$ cat config.mk
export PLATFORM = sky130hd
export DESIGN_NAME = ring_buffer_deque_flat
export DESIGN_NICKNAME = d
export VERILOG_FILES = /design/src/hdl/rbd_pkg.sv /design/src/hdl/rbd_if.sv /design/src/hdl/rbd_ram.sv /design/src/hdl/rbd_ctrl.sv /design/src/hdl/rbd_dpath.sv /design/src/hdl/ring_buffer_deque.sv /design/src/flat_wrapper.sv
export SDC_FILE = /design/constraint.sdc
export NUM_CORES = 1
export LEC_CHECK = 0
export ABC_AREA = 0
export BUFFER_PORTS_ARGS = -buffer_cell sky130_fd_sc_hd__buf_4
export CAP_MARGIN = 10
export CORE_MARGIN = 2
export CORE_UTILIZATION = 55
export DETAILED_ROUTE_END_ITERATION = 16
export GPL_ROUTABILITY_DRIVEN = 0
export PLACE_DENSITY_LB_ADDON = 0.3
export SLEW_MARGIN = 20
export SYNTH_ARGS = -nofsm -noshare
export SYNTH_HDL_FRONTEND = slang
export SYNTH_HIERARCHICAL = 1
export SYNTH_SLANG_ARGS = --single-unit
$ cat constraint.sdc
create_clock -name clk_i -period 12.5 [get_ports clk_i]
set_input_delay 0.625 -clock clk_i [delete_from_list [all_inputs] [get_ports clk_i]]
set_output_delay 0.625 -clock clk_i [all_outputs]
set_load 0.02 [all_outputs]
$ cat src/hdl/rbd_pkg.sv
// Package for the ring buffer deque: field widths, operation and status codes,
// and the command/status structs between controller and datapath.
// No dependencies.
`default_nettype none

package rbd_pkg;

  localparam int unsigned DEPTH_DEF      = 16;
  localparam int unsigned DATA_WIDTH_DEF = 32;

  localparam int unsigned FUNC_W   = 3;
  localparam int unsigned INDEX_W  = 4;
  localparam int unsigned VALUE_W  = 32;
  localparam int unsigned DATA_W   = 32;
  localparam int unsigned COUNT_W  = 5;
  localparam int unsigned STATUS_W = 2;

  typedef enum logic [FUNC_W-1:0] {
    FN_GET     = 3'd0,
    FN_PUT     = 3'd1,
    FN_PUSH_HI = 3'd2,
    FN_PUSH_LO = 3'd3,
    FN_POP_HI  = 3'd4,
    FN_POP_LO  = 3'd5
  } func_e;

  typedef enum logic [STATUS_W-1:0] {
    ST_OK    = 2'd0,
    ST_FULL  = 2'd1,
    ST_EMPTY = 2'd2,
    ST_RANGE = 2'd3
  } status_e;

  // controller -> datapath
  typedef struct packed {
    logic latch;   // capture request fields
    logic rd_en;   // read the addressed entry
    logic commit;  // write entry, update pointers, load result
  } cmd_t;

  // datapath -> controller
  typedef struct packed {
    logic slot_free;  // result register can take a new item this cycle
  } stat_t;

endpackage

`default_nettype wire

$ cat src/hdl/rbd_if.sv
// Valid/ready channel interfaces for the ring buffer deque: request and response.
// Depends on rbd_pkg for field widths.
`default_nettype none

interface rbd_req_if;
  logic                         valid;
  logic                         ready;
  logic [rbd_pkg::FUNC_W-1:0]   func;
  logic [rbd_pkg::INDEX_W-1:0]  index;
  logic [rbd_pkg::VALUE_W-1:0]  value;

  modport source (output valid, output func, output index, output value, input ready);
  modport sink   (input valid, input func, input index, input value, output ready);
endinterface

interface rbd_rsp_if;
  logic                         valid;
  logic                         ready;
  logic [rbd_pkg::DATA_W-1:0]   data;
  logic [rbd_pkg::COUNT_W-1:0]  count;
  logic [rbd_pkg::STATUS_W-1:0] status;

  modport source (output valid, output data, output count, output status, input ready);
  modport sink   (input valid, input data, input count, input status, output ready);
endinterface

`default_nettype wire

$ cat src/hdl/rbd_ram.sv
// Generic single-clock RAM, one write port and one registered read port.
// No dependencies.
`default_nettype none

module rbd_ram #(
  parameter int unsigned WIDTH = 32,
  parameter int unsigned DEPTH = 16
) (
  input  logic                     clk_i,
  input  logic                     we_i,
  input  logic [$clog2(DEPTH)-1:0] waddr_i,
  input  logic [WIDTH-1:0]         wdata_i,
  input  logic                     re_i,
  input  logic [$clog2(DEPTH)-1:0] raddr_i,
  output logic [WIDTH-1:0]         rdata_o
);

  logic [WIDTH-1:0] mem_q [DEPTH];
  logic [WIDTH-1:0] rdata_q;

  always_ff @(posedge clk_i) begin
    if (we_i) begin
      mem_q[waddr_i] <= wdata_i;
    end
    if (re_i) begin
      rdata_q <= mem_q[raddr_i];
    end
  end

  assign rdata_o = rdata_q;

endmodule

`default_nettype wire

$ cat src/hdl/rbd_ctrl.sv
// Controller for the ring buffer deque: accept, read, commit sequence.
// Depends on rbd_pkg (cmd_t, stat_t).
`default_nettype none

module rbd_ctrl (
  input  logic           clk_i,
  input  logic           rst_ni,
  input  logic           in_valid_i,
  output logic           in_ready_o,
  input  rbd_pkg::stat_t stat_i,
  output rbd_pkg::cmd_t  cmd_o
);
  import rbd_pkg::*;

  typedef enum logic [1:0] {
    S_IDLE,
    S_READ,
    S_COMMIT
  } state_e;

  state_e state_q, state_d;
  cmd_t   cmd_d;

  always_comb begin
    state_d = state_q;
    cmd_d   = '0;
    unique case (state_q)
      S_IDLE: begin
        if (in_valid_i) begin
          cmd_d.latch = 1'b1;
          state_d     = S_READ;
        end
      end
      S_READ: begin
        cmd_d.rd_en = 1'b1;
        state_d     = S_COMMIT;
      end
      S_COMMIT: begin
        // hold until the result register has room
        if (stat_i.slot_free) begin
          cmd_d.commit = 1'b1;
          state_d      = S_IDLE;
        end
      end
      default: state_d = S_IDLE;
    endcase
  end

  always_ff @(posedge clk_i or negedge rst_ni) begin
    if (!rst_ni) begin
      state_q <= S_IDLE;
    end else begin
      state_q <= state_d;
    end
  end

  assign in_ready_o = (state_q == S_IDLE);
  assign cmd_o      = cmd_d;

endmodule

`default_nettype wire

$ cat src/hdl/rbd_dpath.sv
// Datapath for the ring buffer deque: request register, pointers, store, result register.
// Depends on rbd_pkg and rbd_ram.
`default_nettype none

module rbd_dpath #(
  parameter int unsigned DEPTH      = rbd_pkg::DEPTH_DEF,
  parameter int unsigned DATA_WIDTH = rbd_pkg::DATA_WIDTH_DEF
) (
  input  logic                          clk_i,
  input  logic                          rst_ni,
  input  rbd_pkg::cmd_t                 cmd_i,
  output rbd_pkg::stat_t                stat_o,
  input  logic [rbd_pkg::FUNC_W-1:0]    func_i,
  input  logic [rbd_pkg::INDEX_W-1:0]   index_i,
  input  logic [rbd_pkg::VALUE_W-1:0]   value_i,
  output logic                          out_valid_o,
  input  logic                          out_ready_i,
  output logic [rbd_pkg::DATA_W-1:0]    data_o,
  output logic [rbd_pkg::COUNT_W-1:0]   count_o,
  output logic [rbd_pkg::STATUS_W-1:0]  status_o
);
  import rbd_pkg::*;

  localparam int unsigned PTR_W = $clog2(DEPTH);
  localparam int unsigned CNT_W = $clog2(DEPTH + 1);
  localparam int unsigned CMP_W = (CNT_W > INDEX_W) ? CNT_W : INDEX_W;
  localparam logic [PTR_W:0]   DEPTH_S = (PTR_W + 1)'(DEPTH);
  localparam logic [CNT_W-1:0] DEPTH_C = CNT_W'(DEPTH);
  localparam logic [PTR_W-1:0] LAST_P  = PTR_W'(DEPTH - 1);

  // head + offset modulo DEPTH; both operands stay below DEPTH
  function automatic logic [PTR_W-1:0] wrap_add(input logic [PTR_W-1:0] base,
                                               input logic [PTR_W-1:0] off);
    logic [PTR_W:0] sum;
    sum = {1'b0, base} + {1'b0, off};
    if (sum >= DEPTH_S) begin
      sum = sum - DEPTH_S;
    end
    return sum[PTR_W-1:0];
  endfunction

  logic [FUNC_W-1:0]     func_q;
  logic [INDEX_W-1:0]    index_q;
  logic [DATA_WIDTH-1:0] value_q;
  logic [PTR_W-1:0]      head_q, head_d;
  logic [CNT_W-1:0]      count_q, count_d;
  logic                  out_valid_q;
  logic [DATA_W-1:0]     data_q;
  logic [COUNT_W-1:0]    count_out_q;
  logic [STATUS_W-1:0]   status_q;

  logic [PTR_W-1:0]      addr;
  logic [PTR_W-1:0]      head_dec, head_inc;
  logic [CNT_W-1:0]      count_m1;
  logic [DATA_WIDTH-1:0] rdata;
  logic [DATA_W-1:0]     res_data;
  status_e               status_c;
  logic                  wr;
  logic                  range_bad, full, empty;

  always_ff @(posedge clk_i) begin
    if (cmd_i.latch) begin
      func_q  <= func_i;
      index_q <= index_i;
      value_q <= DATA_WIDTH'(value_i);
    end
  end

  assign head_dec  = (head_q == '0) ? LAST_P : head_q - 1'b1;
  assign head_inc  = (head_q == LAST_P) ? '0 : head_q + 1'b1;
  assign count_m1  = count_q - 1'b1;
  assign range_bad = CMP_W'(index_q) >= CMP_W'(count_q);
  assign full      = (count_q == DEPTH_C);
  assign empty     = (count_q == '0);

  always_comb begin
    status_c = ST_OK;
    addr     = head_q;
    wr       = 1'b0;
    head_d   = head_q;
    count_d  = count_q;
    res_data = '0;
    unique case (func_e'(func_q))
      FN_GET, FN_PUT: begin
        addr = wrap_add(head_q, PTR_W'(index_q));
        if (range_bad) begin
          status_c = ST_RANGE;
        end else begin
          res_data = DATA_W'(rdata);
          wr       = (func_e'(func_q) == FN_PUT);
        end
      end
      FN_PUSH_HI: begin
        addr = wrap_add(head_q, PTR_W'(count_q));
        if (full) begin
          status_c = ST_FULL;
        end else begin
          wr       = 1'b1;
          count_d  = count_q + 1'b1;
          res_data = DATA_W'(value_q);
        end
      end
      FN_PUSH_LO: begin
        addr = head_dec;
        if (full) begin
          status_c = ST_FULL;
        end else begin
          wr       = 1'b1;
          head_d   = head_dec;
          count_d  = count_q + 1'b1;
          res_data = DATA_W'(value_q);
        end
      end
      FN_POP_HI: begin
        addr = wrap_add(head_q, PTR_W'(count_m1));
        if (empty) begin
          status_c = ST_EMPTY;
        end else begin
          count_d  = count_m1;
          res_data = DATA_W'(rdata);
        end
      end
      FN_POP_LO: begin
        addr = head_q;
        if (empty) begin
          status_c = ST_EMPTY;
        end else begin
          head_d   = head_inc;
          count_d  = count_m1;
          res_data = DATA_W'(rdata);
        end
      end
      default: ;  // unused codes: no change, status ok
    endcase
  end

  rbd_ram #(
    .WIDTH (DATA_WIDTH),
    .DEPTH (DEPTH)
  ) u_store (
    .clk_i   (clk_i),
    .we_i    (cmd_i.commit && wr),
    .waddr_i (addr),
    .wdata_i (value_q),
    .re_i    (cmd_i.rd_en),
    .raddr_i (addr),
    .rdata_o (rdata)
  );

  always_ff @(posedge clk_i or negedge rst_ni) begin
    if (!rst_ni) begin
      head_q      <= '0;
      count_q     <= '0;
      out_valid_q <= 1'b0;
    end else if (cmd_i.commit) begin
      head_q      <= head_d;
      count_q     <= count_d;
      out_valid_q <= 1'b1;
    end else if (out_ready_i) begin
      out_valid_q <= 1'b0;
    end
  end

  always_ff @(posedge clk_i) begin
    if (cmd_i.commit) begin
      data_q      <= res_data;
      count_out_q <= COUNT_W'(count_d);
      status_q    <= status_c;
    end
  end

  assign stat_o.slot_free = !out_valid_q || out_ready_i;
  assign out_valid_o      = out_valid_q;
  assign data_o           = data_q;
  assign count_o          = count_out_q;
  assign status_o         = status_q;

  a_state_bounds: assert property (@(posedge clk_i) disable iff (!rst_ni)
    (count_q <= DEPTH_C) && ({1'b0, head_q} < DEPTH_S))
    else $error("deque pointer or count out of bounds");

  a_commit_room: assert property (@(posedge clk_i) disable iff (!rst_ni)
    cmd_i.commit |-> (!out_valid_q || out_ready_i))
    else $error("commit while result register occupied");

  a_refused_keeps: assert property (@(posedge clk_i) disable iff (!rst_ni)
    (cmd_i.commit && (status_c != ST_OK)) |=>
      (head_q == $past(head_q)) && (count_q == $past(count_q)))
    else $error("refused operation changed deque state");

  a_idle_keeps: assert property (@(posedge clk_i) disable iff (!rst_ni)
    !cmd_i.commit |=> $stable(head_q) && $stable(count_q))
    else $error("deque state changed without commit");

endmodule

`default_nettype wire

$ cat src/hdl/ring_buffer_deque.sv
// Top level of the ring buffer deque: controller, datapath and channel glue.
// Depends on rbd_pkg, rbd_if, rbd_ctrl, rbd_dpath (and rbd_ram below it).
`default_nettype none

// Double-ended queue of DEPTH entries, DATA_WIDTH bits each, held in a
// circular store addressed from a head pointer plus a logical index. Each
// request item carries one operation (get, put, push high/low, pop high/low)
// and yields exactly one response item with the data, the count after the
// operation and a status code. Refused requests (push when full, pop when
// empty, get/put index not below count) leave the queue untouched and return
// zero data. Unused operation codes return status ok and change nothing.
// Timing: an item passes through accept, store read and commit in turn; its
// result is registered at the commit, after the store's registered read;
// the commit waits while the output register is still occupied. A new
// request is taken on the cycle after the commit, even while the previous
// result still waits in the output register, but no new request is taken
// before the current item is committed.
// The store has no reset and no clearing pass; only entries written by a
// push are ever returned, so the block is ready right after reset.
module ring_buffer_deque #(
  parameter int unsigned DEPTH      = rbd_pkg::DEPTH_DEF,
  parameter int unsigned DATA_WIDTH = rbd_pkg::DATA_WIDTH_DEF
) (
  input  logic         clk_i,
  input  logic         rst_ni,
  rbd_req_if.sink      req_i,
  rbd_rsp_if.source    rsp_o
);
  import rbd_pkg::*;

  cmd_t  cmd;   // sequencing commands
  stat_t stat;  // result register occupancy

  logic                in_ready;
  logic                out_valid;
  logic [DATA_W-1:0]   out_data;
  logic [COUNT_W-1:0]  out_count;
  logic [STATUS_W-1:0] out_status;

  // Controller: idle -> read -> commit, holds in commit while the response
  // side is stalled with a result still pending.
  rbd_ctrl u_ctrl (
    .clk_i      (clk_i),
    .rst_ni     (rst_ni),
    .in_valid_i (req_i.valid),
    .in_ready_o (in_ready),
    .stat_i     (stat),
    .cmd_o      (cmd)
  );

  // Datapath: request capture, address arithmetic with wrap, store,
  // head/count registers and the response register.
  rbd_dpath #(
    .DEPTH      (DEPTH),
    .DATA_WIDTH (DATA_WIDTH)
  ) u_dpath (
    .clk_i       (clk_i),
    .rst_ni      (rst_ni),
    .cmd_i       (cmd),
    .stat_o      (stat),
    .func_i      (req_i.func),
    .index_i     (req_i.index),
    .value_i     (req_i.value),
    .out_valid_o (out_valid),
    .out_ready_i (rsp_o.ready),
    .data_o      (out_data),
    .count_o     (out_count),
    .status_o    (out_status)
  );

  assign req_i.ready  = in_ready;
  assign rsp_o.valid  = out_valid;
  assign rsp_o.data   = out_data;
  assign rsp_o.count  = out_count;
  assign rsp_o.status = out_status;

endmodule

`default_nettype wire

$ cat src/flat_wrapper.sv
// flat-port wrapper written by rule: the top's interface ports become plain ports
module ring_buffer_deque_flat import rbd_pkg::*;
#(
  parameter int unsigned DEPTH      = rbd_pkg::DEPTH_DEF,
  parameter int unsigned DATA_WIDTH = rbd_pkg::DATA_WIDTH_DEF
)
  (clk_i, rst_ni, req_i_valid, req_i_func, req_i_index, req_i_value, req_i_ready, rsp_o_valid, rsp_o_data, rsp_o_count, rsp_o_status, rsp_o_ready);
  rbd_req_if req_i_i ();
  rbd_rsp_if rsp_o_i ();
  input  logic clk_i;
  input  logic rst_ni;
  input wire logic [$bits(req_i_i.valid)-1:0] req_i_valid;
  input wire logic [$bits(req_i_i.func)-1:0] req_i_func;
  input wire logic [$bits(req_i_i.index)-1:0] req_i_index;
  input wire logic [$bits(req_i_i.value)-1:0] req_i_value;
  output wire logic [$bits(req_i_i.ready)-1:0] req_i_ready;
  output wire logic [$bits(rsp_o_i.valid)-1:0] rsp_o_valid;
  output wire logic [$bits(rsp_o_i.data)-1:0] rsp_o_data;
  output wire logic [$bits(rsp_o_i.count)-1:0] rsp_o_count;
  output wire logic [$bits(rsp_o_i.status)-1:0] rsp_o_status;
  input wire logic [$bits(rsp_o_i.ready)-1:0] rsp_o_ready;
  assign req_i_i.valid = req_i_valid;
  assign req_i_i.func = req_i_func;
  assign req_i_i.index = req_i_index;
  assign req_i_i.value = req_i_value;
  assign req_i_ready = req_i_i.ready;
  assign rsp_o_valid = rsp_o_i.valid;
  assign rsp_o_data = rsp_o_i.data;
  assign rsp_o_count = rsp_o_i.count;
  assign rsp_o_status = rsp_o_i.status;
  assign rsp_o_i.ready = rsp_o_ready;
  ring_buffer_deque #(.DEPTH(DEPTH), .DATA_WIDTH(DATA_WIDTH)) u_core (.clk_i(clk_i), .rst_ni(rst_ni), .req_i(req_i_i), .rsp_o(rsp_o_i));
endmodule
==> results.tsv, run 1 <==
stage	metric	value	unit
sta	max_freq	194	MHz
worst_setup_path	slowest_delay	0.99	ns
worst_setup_path	slowest_stage	buf_4	
grt	overflow	0	
routing	antenna_left	0	
clock_tree	cts_tree	yes	
routing	wl_per_cell	26.3	um
worst_setup_path	end_kind	flip-flop	
layout	drive_gt1_share	27.5	%
worst_setup_path	worstSetupStartpointType	flip-flop	
floorplanning	start_util	55.7	%
clock_tree	root_buffer	clkbuf_16	
logic_synthesis	yosysSeqAreaShare	77.2	%
grt	track_usage	22.8	%
clock_tree	cts_max_path_buffers	3	
routing	drc	0	
layout	regArea	0.0190	mm^2
routing	dr_total_vias	12100	
sta	drv_slew	0	
clock_tree	h-tree-depth	2	
logic_synthesis	syn_area	0.0246	mm^2
clock_tree	cts_buffers	61	
flow_run	maxCapViolCount	0	
floorplanning	core	0.0441	mm^2
sta	timing.hold.ws	0.176	ns
worst_setup_path	crit_family	buffers and inverters	
logic_synthesis	synth_ff_type	edfxtp_1	
logic_synthesis	synth_cell_type_count	66	
clock_tree	cts_sinks	634	
logic_synthesis	syn_inst	1218	
clock_tree	insertion_delay	0.62	ns
logic_synthesis	postSynthAreaPerCell	20.2	um^2
worst_setup_path	cp_max_fo	74	
routing	drtIter0Drc	1458	
logic_synthesis	synth_edf_count	622	
sta	setup_tns	0	ns
grt	grt_pass1_wl	78.3	mm
layout	area_delta_synth_final	14.6	%
floorplanning	row_count	77	
floorplanning	die-area	0.0464	mm^2
routing	detail_route.vias_per_cell	6.15	
logic_synthesis	synth_nets	1277	
grt	grt_max_degree	75	
sta	setup_violations	0	
sta	skew	0.0129	ns
layout	nets	1390	
worst_setup_path	crit_arrival	5.51	ns
worst_setup_path	path_common_cell	buf_4	
grt	antenna_found_initial	0	
clock_tree	ctsResizeCount	0	
worst_setup_path	cp.required	12.87	ns
routing	dr.pass1.iters	7	
layout	n_fill_cell	2988	
layout	multi_input_area	0.00542	mm^2
floorplanning	die_x	215	um
sta	period_minus_slack	5.14	ns
run_status	status	finished clean	
worst_setup_path	crit_path_cell_trace	nand2b_1, mux2_2, o22ai_1, ha_1, inv_1, fa_1, o221ai_4, buf_4, buf_4, mux4_2, a22oi_1, nand2_1	
worst_setup_path	critical_path_class	flip-flop to flip-flop	
pwr	vdd_drop_max	0.156	mV
sta	hold_violations	0	
logic_synthesis	synth_warnings	6	
pwr	power	6.25	mW
sta	post-route-period-util	41.1	%
layout	n_antenna_cell	0	
logic_synthesis	synth-seq-cells	634	
sta	max_slew.worst_pin.slew	1.14	ns
floorplanning	die_h	215	um
floorplanning	io_pins	84	
logic_synthesis	synthArstFlopShare	1.89	%
clock_tree	path_clk_slew	0.06	ns
grt	grt_pass1_vias	12500	
hold_path	hold_class	primary input to flip-flop	
routing	routed_wirelength	51.8	mm
place	dp_hpwl	28.2	mm
sta	slew_headroom	23.5	%
place	io_buffers	83	
pwr	p_leak	9.11	nW
worst_setup_path	critPathBufInv	3	
sta	rsz0062_at_grt	false	
pwr	power_density	222	mW/mm^2
==> metrics by stage <==
stage | instance area, um^2 | setup slack (ns) | utilization (%) | cells
after floorplan | 24600 | 6.93 | - | 1218
after global placement | 26000 | 7.46 | 58.9 | 1849
after detailed placement | 26200 | 7.41 | 59.3 | 1857
after CTS | 28100 | 7.37 | 63.7 | 1969
after global routing | 28200 | 7.16 | 63.8 | 1971
final | 28200 | 7.36 | 63.8 | 1971
==> final timing paths <==
path	from	end	slack, ns	cells past startpoint
setup / recovery	u_core/u_dpath/func_q[1]	u_core/u_dpath/u_store/rdata_o[2]	7.36	12
min in group asynchronous	rst_ni	u_core/u_dpath/count_q[1]	0.39	2
setup reg to reg	u_core/u_dpath/func_q[1]	u_core/u_dpath/u_store/rdata_o[2]	7.36	12
max in group asynchronous	rst_ni	u_core/u_dpath/head_q[3]	11.93	2
hold / removal	req_i_value[1]	u_core/u_dpath/value_q[1]	0.18	1
hold reg to reg	u_core/u_dpath/out_valid_o	u_core/u_dpath/out_valid_o	0.55	2
==> layout by cell type, fill, tap and decap left out, types with 3 or more instances in the layout <==
cell / n
xnor2_1: 3
edfxtp_1: 622
a21oi_1: 41
bufinv_16: 5
inv_6: 3
and2_1: 4
nor3_2: 4
buf_12: 6
mux2_2: 6
a22o_1: 3
ha_1: 14
o221ai_1: 3
nor2_4: 13
nor3b_1: 4
mux4_2: 128
o21ai_0: 37
nand3_1: 6
buf_16: 3
inv_1: 16
nor2b_4: 3
clkbuf_16: 62
nor2_1: 6
dfrtp_1: 12
buf_4: 107
clkinv_2: 14
a21o_1: 4
nand3b_1: 4
o21ai_1: 4
a22oi_1: 64
nand2b_1: 9
clkbuf_1: 15
nand2_1: 85
clkinv_1: 9
==> cell type report <==
cell class                      count  share of cell area (%)
Multi-Input combinational cell    500                    19.3
Inverter                           16                   0.213
Tap cell                          592                    2.63
Sequential cell                   634                    67.4
Clock buffer                       77                    5.71
Timing Repair Buffer              118                    3.66
Clock inverter                     34                    1.16
==> registers in the layout, indices dropped and copies added (netlist names) <==
register,count
u_core/u_dpath/u_store/rdata_o,32
u_core/u_dpath/u_store/mem_q,512
u_core/u_ctrl/state_q,2
u_core/u_dpath/count_o,5
u_core/u_dpath/value_q,32
u_core/u_dpath/status_o,2
u_core/u_dpath/index_q,4
u_core/u_dpath/out_valid_o,1
u_core/u_dpath/data_o,32
u_core/u_dpath/func_q,3
u_core/u_dpath/count_q,5
u_core/u_dpath/head_q,4
==> power by group <==
| part | switching (mW) | internal (mW) | total (mW) |
|---|---|---|---|
| combinational | 0.965 | 0.804 | 1.77 |
| clock | 0.762 | 1.01 | 1.78 |
| sequential | 0.121 | 2.58 | 2.71 |
| total | 1.85 | 4.40 | 6.25 |
==> synth_stat cells (2+ instances only) <==
library cell	instances	area, um^2
o211ai_1	2	15.0
or3b_2	2	17.5
mux2_2	6	67.6
o22ai_1	2	12.5
a21oi_1	41	205
o221ai_1	4	35.0
and2_1	5	31.3
mux4_2	128	2880
nand3b_1	4	30.0
edfxtp_1	622	18700
nor3_1	6	30.0
o21ba_2	2	20.0
mux2i_1	2	20.0
nand3_1	6	30.0
o32ai_1	2	17.5
a22o_1	3	26.3
xnor2_1	3	26.3
o31ai_1	2	15.0
nor2b_1	4	25.0
ha_1	15	188
a21o_1	4	30.0
nand2_1	85	319
nor2_1	19	71.3
a31oi_1	2	12.5
inv_1	16	60.1
clkbuf_1	36	135
o21ai_0	37	185
and3_1	2	12.5
nor3b_1	4	30.0
or3_4	2	22.5
o22a_1	2	17.5
buf_1	11	41.3
a22oi_1	64	480
xor2_1	2	17.5
nand2b_1	9	56.3
o21ai_1	4	20.0
dfrtp_1	12	300
buf_2	9	45.0
clkbuf_2	2	10.0
buf_4	9	67.6
==> routing by layer <==
layer	global-route usage [%]	part of all wire [%]	up-vias
li1	-	-	5228
met1	32.0	41	6358
met2	37.5	50	465
met3	4.16	7.1	73
met4	6.25	2.1	0
met5	0	0	-
==> what timing repair did <==
| item | in CTS | in global routing |
|---|---|---|
| buffers inserted | 0 | 0 |
| hold buffers | 1 | 0 |
| endpoints found under the hold margin | 12 | 0 |
==> kinds of logic (layout without fill, tap and decap cells) <==
group	count (synthesis)	after routing	synth area share, %
xor+xnor	5	5	0.178
fa+ha+maj	16	16	0.845
buf+inv	84	245	1.51
mux	136	136	12.1
compound gates	186	186	5.02
flops	634	634	77.2
simple gates	157	157	3.15
Note: power is estimated with default switching activity, not from simulation.
==> run 2: changes to the inputs <==
==> constraint.sdc (replaced) <==
create_clock -name clk_i -period 5.2 [get_ports clk_i]
set_input_delay 0.26 -clock clk_i [delete_from_list [all_inputs] [get_ports clk_i]]
set_output_delay 0.26 -clock clk_i [all_outputs]
set_load 0.02 [all_outputs]
==> run 2 against run 1 <==
  * Hold slack better by 0.17 ns
  * Largest cell class unchanged
  * Clock skew up 0.0057 ns
  * Critical path depth unchanged
  * Highest routed layer unchanged
  * Clock power rose to 2.5 times the previous value
  * Utilization up 1.3 points
  * Sequential power up 140%
  * Fmax up 15%
==> results.tsv, run 2 (synthesized netlist as in run 1, its figures left out) <==
stage	metric	value	unit	change
layout	largest_register	u_core/u_dpath/u_store/mem_q		
worst_setup_path	cp.required	5.45	ns	-7.42 ns
pwr	p_clk_share	29.4	%	+1.0 points
worst_setup_path	end_kind	flip-flop		
grt	grt_pass1_wl	78.8	mm	+0.70%
worst_setup_path	crit_arrival	4.72	ns	-0.79 ns
pwr	power_frac_comb	28.3	%	about the same
layout	largest_register_ffs	512		unchanged
sta	setup_tns	0	ns	unchanged
pwr	power_density	535	mW/mm^2	+140%
grt	overflow	0		unchanged
grt	track_usage	23.1	%	+0.29 points
layout	n_fill_cell	2952		-1.2%
routing	dr.pass1.iters	6		-1
pwr	seq_power_share	42.3	%	-1.0 points
clock_tree	path_clk_slew	0.06	ns	about the same
routing	routed_wirelength	52.7	mm	+1.7%
routing	drtIter0Drc	1468		+0.69%
layout	nets	1447		+4.1%
worst_setup_path	crit_family	compound AO/OA/AOI/OAI gates		
sta	rsz0062_at_grt	false		
sta	skew	0.0185	ns	+0.00566 ns
routing	wl_per_cell	25.9	um	-1.2%
pwr	switching_share	29.7	%	+0.10 points
routing	detail_route.vias_per_cell	6.10		-0.78%
worst_setup_path	critical_path_class	flip-flop to flip-flop		
layout	final_area	0.0288	mm^2	+2.1%
clock_tree	root_buffer	clkbuf_16		
place	io_buffers	83		unchanged
sta	max_freq	224	MHz	+15%
worst_setup_path	critPathBufInv	2		-1
pwr	p_leak	9.38	nW	+3.0%
grt	antenna_found_initial	0		unchanged
sta	max_slew.worst_pin.slew	1.09	ns	-0.0529 ns
pwr	switchingPower	4.57	mW	+150%
place	dp_hpwl	30.1	mm	+6.8%
clock_tree	cts_tree	yes		
routing	antenna_left	0		unchanged
floorplanning	die-area	0.0464	mm^2	unchanged
grt	grt_max_degree	53		-29%
floorplanning	row_count	77		unchanged
clock_tree	h-tree-depth	2		unchanged
place	dp.cells	1873		+0.86%
pwr	power	15.4	mW	+150%
layout	area_delta_synth_final	17.0	%	
layout	final_cell_mix	edfxtp_1, mux4_2, buf_4		
worst_setup_path	cp_max_fo	32		-57%
layout	drive_gt1_share	27.8	%	+0.33 points
clock_tree	cts_max_path_buffers	3		unchanged
worst_setup_path	crit_path_cell_trace	inv_1, ha_1, o21ai_0, a2bb2oi_1, o22a_1, ha_1, a21oi_1, xnor2_1, o211ai_1, nand3b_1, nor2_4, buf_4		
sta	slew_headroom	27.2	%	+3.7 points
worst_setup_path	path_common_cell	ha_1		
sta	period_minus_slack	4.47	ns	-0.671 ns
pwr	vdd_drop_max	0.485	mV	+210%
worst_setup_path	rrSetupSlack	0.73	ns	-6.63 ns
floorplanning	io_pins	84		unchanged
sta	setup_violations	0		unchanged
hold_path	hold_class	primary input to flip-flop		
flow_run	maxCapViolCount	0		unchanged
clock_tree	cts_buffers	61		unchanged
sta	post-route-period-util	86.0	%	+45 points
worst_setup_path	slowest_delay	0.73	ns	-0.26 ns
clock_tree	cts_setup_buffers	0		unchanged
sta	hold_violations	0		unchanged
pwr	p_int	10.8	mW	+150%
grt	grt_pass1_vias	12600		+0.37%
layout	fin_cells	2030		+3.0%
floorplanning	core	0.0441	mm^2	unchanged
layout	n_antenna_cell	0		unchanged
clock_tree	cts_sinks	634		unchanged
routing	dr_total_vias	12400		+2.2%
run_status	status	finished clean		
place	place_area	0.0263	mm^2	+0.36%
routing	drc	0		unchanged
floorplanning	start_util	55.7	%	unchanged
clock_tree	insertion_delay	0.62	ns	about the same
layout	final_common_cell	edfxtp_1		
floorplanning	die_h	215	um	unchanged
worst_setup_path	worstSetupStartpointType	flip-flop		
sta	drv_slew	0		unchanged
worst_setup_path	slowest_stage	o211ai_1		
floorplanning	die_x	215	um	unchanged
==> run 2: per-stage QoR <==
stage               worst slack [ns]  hold WS (ns)  util [%]
floorplan                     0.0100       -0.0356         -
global placement               0.917         0.127      59.5
detailed placement             0.772         0.125      59.5
CTS                            0.754         0.310      65.2
global route                   0.477         0.324      65.2
finish                         0.729         0.349      65.2
==> run 2: power by group through the flow <==
| stage | clock network, mW | registers, mW | logic, mW |
|---|---|---|---|
| detailed placement | 0 | 6.61 | 4.35 |
| CTS | 4.60 | 6.51 | 4.40 |
| global route | 4.79 | 6.55 | 4.69 |
| finish | 4.53 | 6.51 | 4.36 |
| global placement | 0 | 6.60 | 4.30 |
| floorplan | 0 | 6.55 | 3.06 |
==> run 2: layout make-up <==
cell class	count	area, um^2	share of cell area, %
clock buffers	66	1550	5.37
multi-input cells	500	5430	18.9
flip-flops and latches	634	19000	66.0
clock inverters	47	508	1.77
repair buffers	175	1500	5.21
well taps	592	741	2.58
inverters	16	60.1	0.209
==> run 2: routing by layer <==
layer / share of wire (%) / wire, um / GRT usage [%] / up-vias
met3: 8.3 / 4350 / 4.74 / 81
met2: 50 / 26100 / 37.8 / 546
met1: 40 / 21000 / 32.2 / 6407
met4: 2.3 / 1210 / 6.39 / 0
met5: 0 / 0 / 0 / -
li1: - / - / - / 5355
==> run 2: worst paths after layout <==
check | from | to | cells past startpoint
max in group asynchronous | rst_ni | u_core/u_dpath/head_q[3] | 4
min reg2reg | u_core/u_dpath/out_valid_o | u_core/u_dpath/out_valid_o | 2
min | req_i_value[31] | u_core/u_dpath/value_q[31] | 2
max reg2reg | u_core/u_dpath/count_q[0] | u_core/u_dpath/u_store/mem_q[11][15] | 12
min in group asynchronous | rst_ni | u_core/u_dpath/count_q[2] | 3
max | u_core/u_dpath/count_q[0] | u_core/u_dpath/u_store/mem_q[11][15] | 12
==> run 2: timing repair <==
item,4_1_cts,5_1_grt
hold buffers,44,0
endpoints found under the hold margin,53,0
resized for setup,0,0
==> run 2: worst reg2reg max path: stages (launching register included) <==
cell	delay, ns
dfrtp_1	0.53
inv_1	0.12
ha_1	0.30
o21ai_0	0.22
a2bb2oi_1	0.11
o22a_1	0.21
ha_1	0.31
a21oi_1	0.26
xnor2_1	0.11
o211ai_1	0.73
nand3b_1	0.51
nor2_4	0.20
buf_4	0.48
==> run 3: changes to the inputs <==
--- a/config.mk
+++ b/config.mk
@@ -13,6 +13,7 @@
 export DETAILED_ROUTE_END_ITERATION = 16
 export GPL_ROUTABILITY_DRIVEN = 0
 export PLACE_DENSITY_LB_ADDON = 0.3
+export REMOVE_ABC_BUFFERS = 1
 export SLEW_MARGIN = 20
 export SYNTH_ARGS = -nofsm -noshare
 export SYNTH_HDL_FRONTEND = slang
==> run 3 against run 2 <==
  * Critical path depth is the same
  * First-iteration DRC count fell by 2.9%
  * Largest cell class unchanged
  * Die area did not move
  * Final area increased by 0.24%
  * Hold slack worse by 0.013 ns
  * Clock power is essentially flat
  * Flip-flop and latch count is the same
  * Combinational power hardly changed
  * Power hardly changed
  * Utilization is 0.15 points higher
==> results.tsv, run 3 (synthesized netlist as in run 1, its figures left out) <==
stage	metric	value	unit	change
run_status	status	finished clean		
sta	skew	0.0413	ns	+0.0228 ns
floorplanning	die-area	0.0464	mm^2	unchanged
worst_setup_path	critical_path_class	flip-flop to flip-flop		
grt	grt_pass1_wl	79.9	mm	+1.3%
routing	dr_total_vias	12500		+0.70%
pwr	p_int	10.8	mW	about the same
clock_tree	path_clk_slew	0.06	ns	about the same
sta	setup_tns	0	ns	unchanged
worst_setup_path	cp_max_fo	18		-44%
routing	wl_per_cell	26.2	um	+0.91%
pwr	p_clk_share	29.3	%	about the same
sta	hold_violations	0		unchanged
sta	rsz0062_at_grt	false		
pwr	seq_power_share	42.3	%	about the same
clock_tree	cts_max_path_buffers	3		unchanged
layout	largest_register_ffs	512		unchanged
worst_setup_path	end_kind	flip-flop		
sta	drv_slew	0		unchanged
clock_tree	cts_sinks	634		unchanged
sta	setup_violations	0		unchanged
floorplanning	start_util	55.7	%	unchanged
layout	nets	1438		-0.62%
worst_setup_path	reg2reg_from	u_core/u_dpath/count_q[0]		
clock_tree	insertion_delay	0.64	ns	+0.02 ns
floorplanning	io_pins	84		unchanged
floorplanning	die_h	215	um	unchanged
clock_tree	cts_buffers	61		unchanged
clock_tree	ctsResizeCount	0		unchanged
sta	slew_headroom	31.1	%	+3.8 points
floorplanning	core	0.0441	mm^2	unchanged
hold_path	hold_path.startpoint	req_i_value[14]		
routing	detail_route.vias_per_cell	6.17		+1.2%
pwr	switchingPower	4.58	mW	+0.17%
clock_tree	cts_tree	yes		
clock_tree	cts_setup_buffers	0		unchanged
pwr	power_frac_comb	28.4	%	about the same
floorplanning	die_x	215	um	unchanged
sta	timing.hold.ws	0.336	ns	-0.0129 ns
hold_path	hold_class	primary input to flip-flop		
place	io_buffers	83		unchanged
floorplanning	row_count	77		unchanged
place	place_area	0.0263	mm^2	+0.22%
grt	track_usage	23.3	%	+0.16 points
pwr	vdd_drop_max	0.467	mV	-3.8%
grt	grt_max_degree	58		+9.4%
worst_setup_path	crit_start	u_core/u_dpath/count_q[0]		
clock_tree	root_buffer	clkbuf_16		
routing	dr.pass1.iters	6		unchanged
worst_setup_path	crit_arrival	4.84	ns	+0.12 ns
grt	antenna_found_initial	0		unchanged
routing	drtIter0Drc	1426		-2.9%
pwr	switching_share	29.7	%	+0.055 points
clock_tree	h-tree-depth	2		unchanged
layout	largest_register	u_core/u_dpath/u_store/mem_q		
pwr	p_leak	9.36	nW	-0.22%
place	dp_hpwl	30.0	mm	-0.58%
layout	final_cell_mix	edfxtp_1, mux4_2, buf_4		
layout	final_area	0.0288	mm^2	+0.24%
layout	n_antenna_cell	0		unchanged
layout	drive_gt1_share	27.1	%	-0.73 points
routing	antenna_left	0		unchanged
worst_setup_path	worstSetupStartpointType	flip-flop		
pwr	power_density	534	mW/mm^2	-0.25%
worst_setup_path	cp.required	5.51	ns	+0.06 ns
sta	max_slew.worst_pin.slew	1.03	ns	-0.0577 ns
grt	overflow	0		unchanged
flow_run	maxCapViolCount	0		unchanged
sta	post-route-period-util	87.1	%	+1.1 points
layout	final_common_cell	edfxtp_1		
sta	period_minus_slack	4.53	ns	+0.0564 ns
grt	grt_pass1_vias	12800		+1.4%
layout	area_delta_synth_final	17.3	%	
routing	routed_wirelength	52.9	mm	+0.46%
sta	max_freq	221	MHz	-1.2%
routing	drc	0		unchanged
## run 3: changes by cell type in the layout (fill, tap and decap cells not counted), sizes merged
cell	previous run	this run
clkinvlp	6	5
bufinv	10	9
clkbuf	66	72
clkinv	27	25
buf	131	122
inv	20	18
## run 3: power by group through the flow
stage	logic, mW	clock network (mW)	registers [mW]
finish	4.37	4.51	6.51
global route	4.69	4.79	6.56
CTS	4.41	4.59	6.51
detailed placement	4.36	0	6.62
global placement	4.32	0	6.60
floorplan	3.36	0	6.57
## run 3: final timing paths
check / to / slack, ns / cells after the start
setup / recovery: u_core/u_dpath/u_store/mem_q[14][20] / 0.67 / 12
hold / removal: u_core/u_dpath/value_q[14] / 0.34 / 2
setup reg to reg: u_core/u_dpath/u_store/mem_q[14][20] / 0.67 / 12
hold reg to reg: u_core/u_dpath/out_valid_o / 0.56 / 2
max in group asynchronous: u_core/u_ctrl/state_q[0] / 3.79 / 4
min in group asynchronous: u_core/u_dpath/head_q[0] / 0.56 / 3
## run 3: critical path, stage by stage, from the launching register on
cell	delay (ns)
dfrtp_1	0.54
inv_1	0.13
ha_1	0.35
a31oi_1	0.20
o22a_1	0.18
ha_1	0.22
a21o_1	0.18
a21oi_1	0.25
xnor2_1	0.11
o211ai_1	0.69
nand3_1	0.50
nor2_4	0.62
buf_12	0.26
## run 3: repair_timing
item | CTS | global route
setup endpoints to repair | 0 | 0
hold buffers | 44 | 0
hold endpoints to repair | 53 | 0
## run 3: routing by layer
metal	wire, um	share of wire [%]	track usage (%)
met1	21700	41	33.6
met2	25900	49	37.2
met3	4260	8.1	4.10
met4	1080	2.0	6.55
met5	0	0	0
## run 3: per-stage QoR
stage                     util (%)  worst slack (ns)  power, mW  cells
after floorplan                  -             -7.68       9.93   1150
final                         65.3             0.672       15.4   2021
after CTS                     65.3             0.698       15.5   2021
after global routing          65.3             0.417       16.0   2021
after global placement        59.7             0.856       10.9   1864
after detailed placement      59.7             0.723       11.0   1864
## run 3: final cells by class
cell class,count,area [um^2]
Clock inverter,41,473
Timing Repair Buffer,166,1560
Sequential cell,634,19000
Fill cell,2926,15300
Multi-Input combinational cell,500,5430
Clock buffer,72,1590
Inverter,16,60.1
Tap cell,592,741
